<file path="config.mk">
export PLATFORM = sky130hd
export DESIGN_NAME = imlt_ram
export DESIGN_NICKNAME = d
export VERILOG_FILES = /design/src/rtl/core/imlt_ram.sv
export SDC_FILE = /design/constraint.sdc
export NUM_CORES = 2
export LEC_CHECK = 0
export BUFFER_PORTS_ARGS = -buffer_cell sky130_fd_sc_hd__buf_2
export CORE_UTILIZATION = 57
export DETAILED_ROUTE_END_ITERATION = 6
export GPL_TIMING_DRIVEN = 0
export PLACE_DENSITY_LB_ADDON = 0.25
export SETUP_SLACK_MARGIN = 0.4
export SLEW_MARGIN = 20
export SYNTH_ARGS = -nofsm -noshare
export SYNTH_HDL_FRONTEND = slang
export SYNTH_SLANG_ARGS = --single-unit
</file>
<file path="constraint.sdc">
create_clock -name aclk -period 6.19 [get_ports aclk]
set_input_delay 1.238 -clock aclk [delete_from_list [all_inputs] [get_ports aclk]]
set_output_delay 1.238 -clock aclk [all_outputs]
set_load 0.01 [all_outputs]
</file>
<file path="src/rtl/core/imlt_ram.sv">
`timescale 1ns / 1ps

module imlt_ram #(
    parameter int Depth = 64,
    parameter int Width = 64
) (
    input  logic                     aclk,
    input  logic                     we,
    input  logic [$clog2(Depth)-1:0] waddr,
    input  logic [Width-1:0]         wdata,
    input  logic [$clog2(Depth)-1:0] raddr,
    output logic [Width-1:0]         rdata
);

    logic [Width-1:0] mem [Depth];

    always_ff @(posedge aclk) begin
        if (we) begin
            mem[waddr] <= wdata;
        end
        rdata <= mem[raddr];
    end

endmodule

</file>
* Yosys cells after proc, flatten, opt, wreduce, memory -nomap -nowiden
Memory sizes are Yosys's and may differ from the RTL's. A register that Yosys moved wholly into a read port is not among the register bits.
Cells that the tools add are included.
** Operators by class
- Add/sub/neg operators :: 0
- Multiply operators :: 0
- Divide/modulo/power cells :: 0
- Magnitude comparators :: 0
- Eq/ne operators :: 0
- Shifts and indexed selects :: 0
- Multiplexer cells :: 2
- Bitwise operators :: 0
- Reductions and logical operators :: 0
** Operators by type and width (number)
- 1-bit 2-to-1 mux :: 2
** Word-level totals
- Bits in registers :: 0
- Latch bits :: 0
- Memory bits (writable) :: 4096
- Bits in read-only memories :: 0
- Input port bits :: 78
- Output and inout port bits :: 64
- Word-level logic and storage cells :: 3
- Memories :: 1
** Memory list
- mem :: depth 64, width 64, read ports 1, clocked after Yosys merged registers in 1, write ports 1, RTL line 15 : logic [Width-1:0] mem [Depth];

* Logic depth before layout (Yosys ltp)
- Depth in word-level cells :: 2
- Depth in mapped cells :: 9
- Depth with buffers taken out :: 5

* Worst setup path before layout
No wires, ideal clock.
- Kind :: input-to-reg
- From :: input waddr[3]
- To :: memory mem[48][0], enable pin
- Library setup time :: 564 ps
- Data arrival time :: 6110 ps
- Required time :: 5626 ps
- Setup slack :: -484 ps
- Cell stages on the path :: 4
- Path buffers :: 1
- Cell sequence :: clkbuf_1 > nor2b_1 > nand4b_1 > nor3_1
** RTL lines
- from (decl) :: RTL line 9 : input logic [$clog2(Depth)-1:0] waddr,
- to (decl) :: RTL line 15
Straight into the memory's write port.

==> qor.yml <==
floorplanning:
  num_rows: 191
  fp.coreArea_um2: 272000
  die_w_um: 526
  die_area_um2: 276000
  boundaryPins: 142
  start_util_pct: 57.5
  die_y_um: 526
power_and_ir_drop:
  p_per_area_nw_per_um2: 323
  ir_drop_mv: 0.267
  power_mw: 58.3
  p_leak_nw: 56.7
routing:
  vias: 77500
  wl_per_cell_um: 36.9
  drc: 6
  vias_per_cell: 6.85
  ant_nets: 0
  wirelength_um: 417000
  drtIter0Drc: 12300
  drtPass1Iterations: 7
clock_tree:
  clk_pin_slew_ps: 60
  htreeDepth: 5
  post_cts_buffers: 0
  cts.path.max_buffers: 4
  cts_resized: 0
  hold_buffers: 0
  cts_inserted_buffers: 404
  clk_latency_ps: 930
  cts_sinks: 4160
  cts_tree: "yes"
  cts_root_buffer: "clkbuf_16"
grt:
  met2_usage_pct: 46.7
  first_global_vias: 77300
  grt_use_met1_pct: 42.2
  grt-busiest-layer: "met2"
  grt_overflow: 0
  grtUsageTotal_pct: 30.3
  use_met3_pct: 6.65
  grt_pass1_wl_um: 583000
  antenna_found_initial: 45
  grt_max_degree: 65
timing:
  fin_crit_sh_pct: 73.9
  rsz0062_at_grt: "false"
  tightestPinTransition_ps: 1350
  timing.hold.ws_ps: 820
  setup_viol: 0
  fmax_mhz: 218
  fin_crit_ps: 4580
  slew-limit-headroom_pct: 9.78
  drv_slew: 0
  fin_ws_ps: 1610
  fin_skew_ps: 52.4
  hold_violations: 0
final_layout:
  area_delta_synth_final_pct: 15.3
  register_area_um2: 124000
  n_fill_cell: 16300
  nets: 7457
  layout-drive-gt1-share_pct: 29.9
  utilization_pct: 66.4
  final_area_um2: 180000
  multiInputGateArea_um2: 30800
yosys:
  synth_adder_area_share_pct: 0
  synth-xor-area-share_pct: 0
  synth-simple-area-share_pct: 1.24
  syn_nets: 6676
  synthMuxAreaShare_pct: 15.6
  yosysWarningCount: 0
  synth_top_family_by_area: "multiplexers"
  synth-compound-area-share_pct: 2.48
  synth_cells: 6598
  ys_seq_elements: 4160
  synth_area_leaders: "edfxtp_1 79%, mux4_2 15%, mux2i_1 0.86%"
  yosys.area.top_type: "edfxtp_1"
  avgSynthCellArea_um2: 23.7
  syn-cell-area_um2: 156000
  netlist.area_leader.share_pct: 78.7
  ys_seq_area_share_pct: 79.5
  ys_types: 33
worst_setup_path:
  critical_path.max_fanout: 10
  start_kind: "primary input"
  critPathKind: "in2reg"
  cp.arrival_ps: 5260
  endpoint_kind: "flop"
  regToRegSetupSlack_ps: 3300
  required_ps: 6870
run:
  cap_violations: 0
placement:
  place_area_um2: 167000
  portBuffers: 133
  globalplace.congestion: 0.857
  hpwl_um: 276000
  pre_cts_slack_ps: 940
min_path:
  min_path_type: "in2reg"
status:
  violations: "DRC"
  outcome: "finished with violations"
-- logic make-up after synthesis --
family	Yosys count
buf+inv	389
mux	1159
compound gates	504
flops	4160
simple gates	386
-- registers in the layout, summed over array words and instances (netlist names) --
register / cells
rdata: 64
mem: 4096
-- layer usage --
metal	vias up	share of wire (%)	routed length, um
li1	30100	-	-
met4	18	5.0	20700
met3	935	12	51400
met1	40800	36	149000
met2	5599	47	195000
met5	-	0.029	120
-- metrics by stage --
stage	TNS, ps	instances
after CTS	0	11300
after detailed placement	0	10500
after global placement	-9995180	10300
final	0	11300
after global routing	0	11300
after floorplan	0	6598
-- final timing paths --
path / from / to / cells after the start
setup / recovery: raddr[0] / rdata[3] / 8
hold / removal: wdata[58] / mem[63][58] / 1
setup reg to reg: mem[47][58] / rdata[58] / 5
hold reg to reg: mem[36][18] / rdata[18] / 4
-- synth_stat cells --
cell,number
a211oi_1,63
a22o_1,88
a22oi_1,168
a2bb2oi_1,19
a31o_1,1
a31oi_1,18
a41oi_1,26
and2_1,3
and3_1,64
buf_1,20
buf_2,170
buf_4,34
buf_6,6
clkbuf_1,140
dfxtp_1,64
edfxtp_1,4096
inv_1,19
mux2i_1,135
mux4_2,1024
nand2_1,58
nand2b_1,11
nand3_1,45
nand3b_1,2
nand4_1,2
nand4b_1,1
nor2_1,112
nor2b_1,28
nor3_1,2
o221ai_1,38
o22ai_1,83
or2_2,28
or3_1,29
or3b_2,1
-- worst max-delay path, stage by stage --
cell and delay [ps]:
buf_4 240, buf_2 720, buf_2 770, mux4_2 370, mux2i_1 90, o22ai_1 560
a41oi_1 200, a211oi_1 1020
-- where the power goes --
| group | switching [mW] | internal [mW] | leakage (nW) | total [mW] |
|---|---|---|---|---|
| registers | 0.0606 | 31.2 | 37.4 | 31.2 |
| logic | 2.04 | 1.03 | 13.0 | 3.07 |
| clock network | 10.5 | 13.5 | 6.27 | 24.0 |
| total | 12.6 | 45.7 | 56.7 | 58.3 |
-- area by class of cell --
type | instances | area share [%]
Tap cell | 3570 | 2.48
Buffer | 370 | 0.990
Sequential cell | 4160 | 68.9
Clock buffer | 523 | 6.12
Multi-Input combinational cell | 2049 | 17.1
Antenna cell | 28 | 0.0389
Inverter | 19 | 0.0396
Timing Repair Buffer | 375 | 3.35
Clock inverter | 212 | 0.975
-- placed cells by master (no fill, tap or decap), types with 30 or more instances in the layout --
master	n
a211oi_1	62
a22o_1	88
a22oi_1	168
and3_1	64
buf_12	163
buf_16	63
buf_2	245
buf_4	93
clkbuf_1	214
clkbuf_16	412
clkbuf_8	30
clkinv_1	71
clkinv_2	78
dfxtp_1	64
edfxtp_1	4096
mux2i_1	135
mux4_2	1024
nand2_1	58
nand3_1	45
nor2_1	49
nor2_4	62
o221ai_1	38
o22ai_1	83
Note: power is estimated with default switching activity, not from simulation.
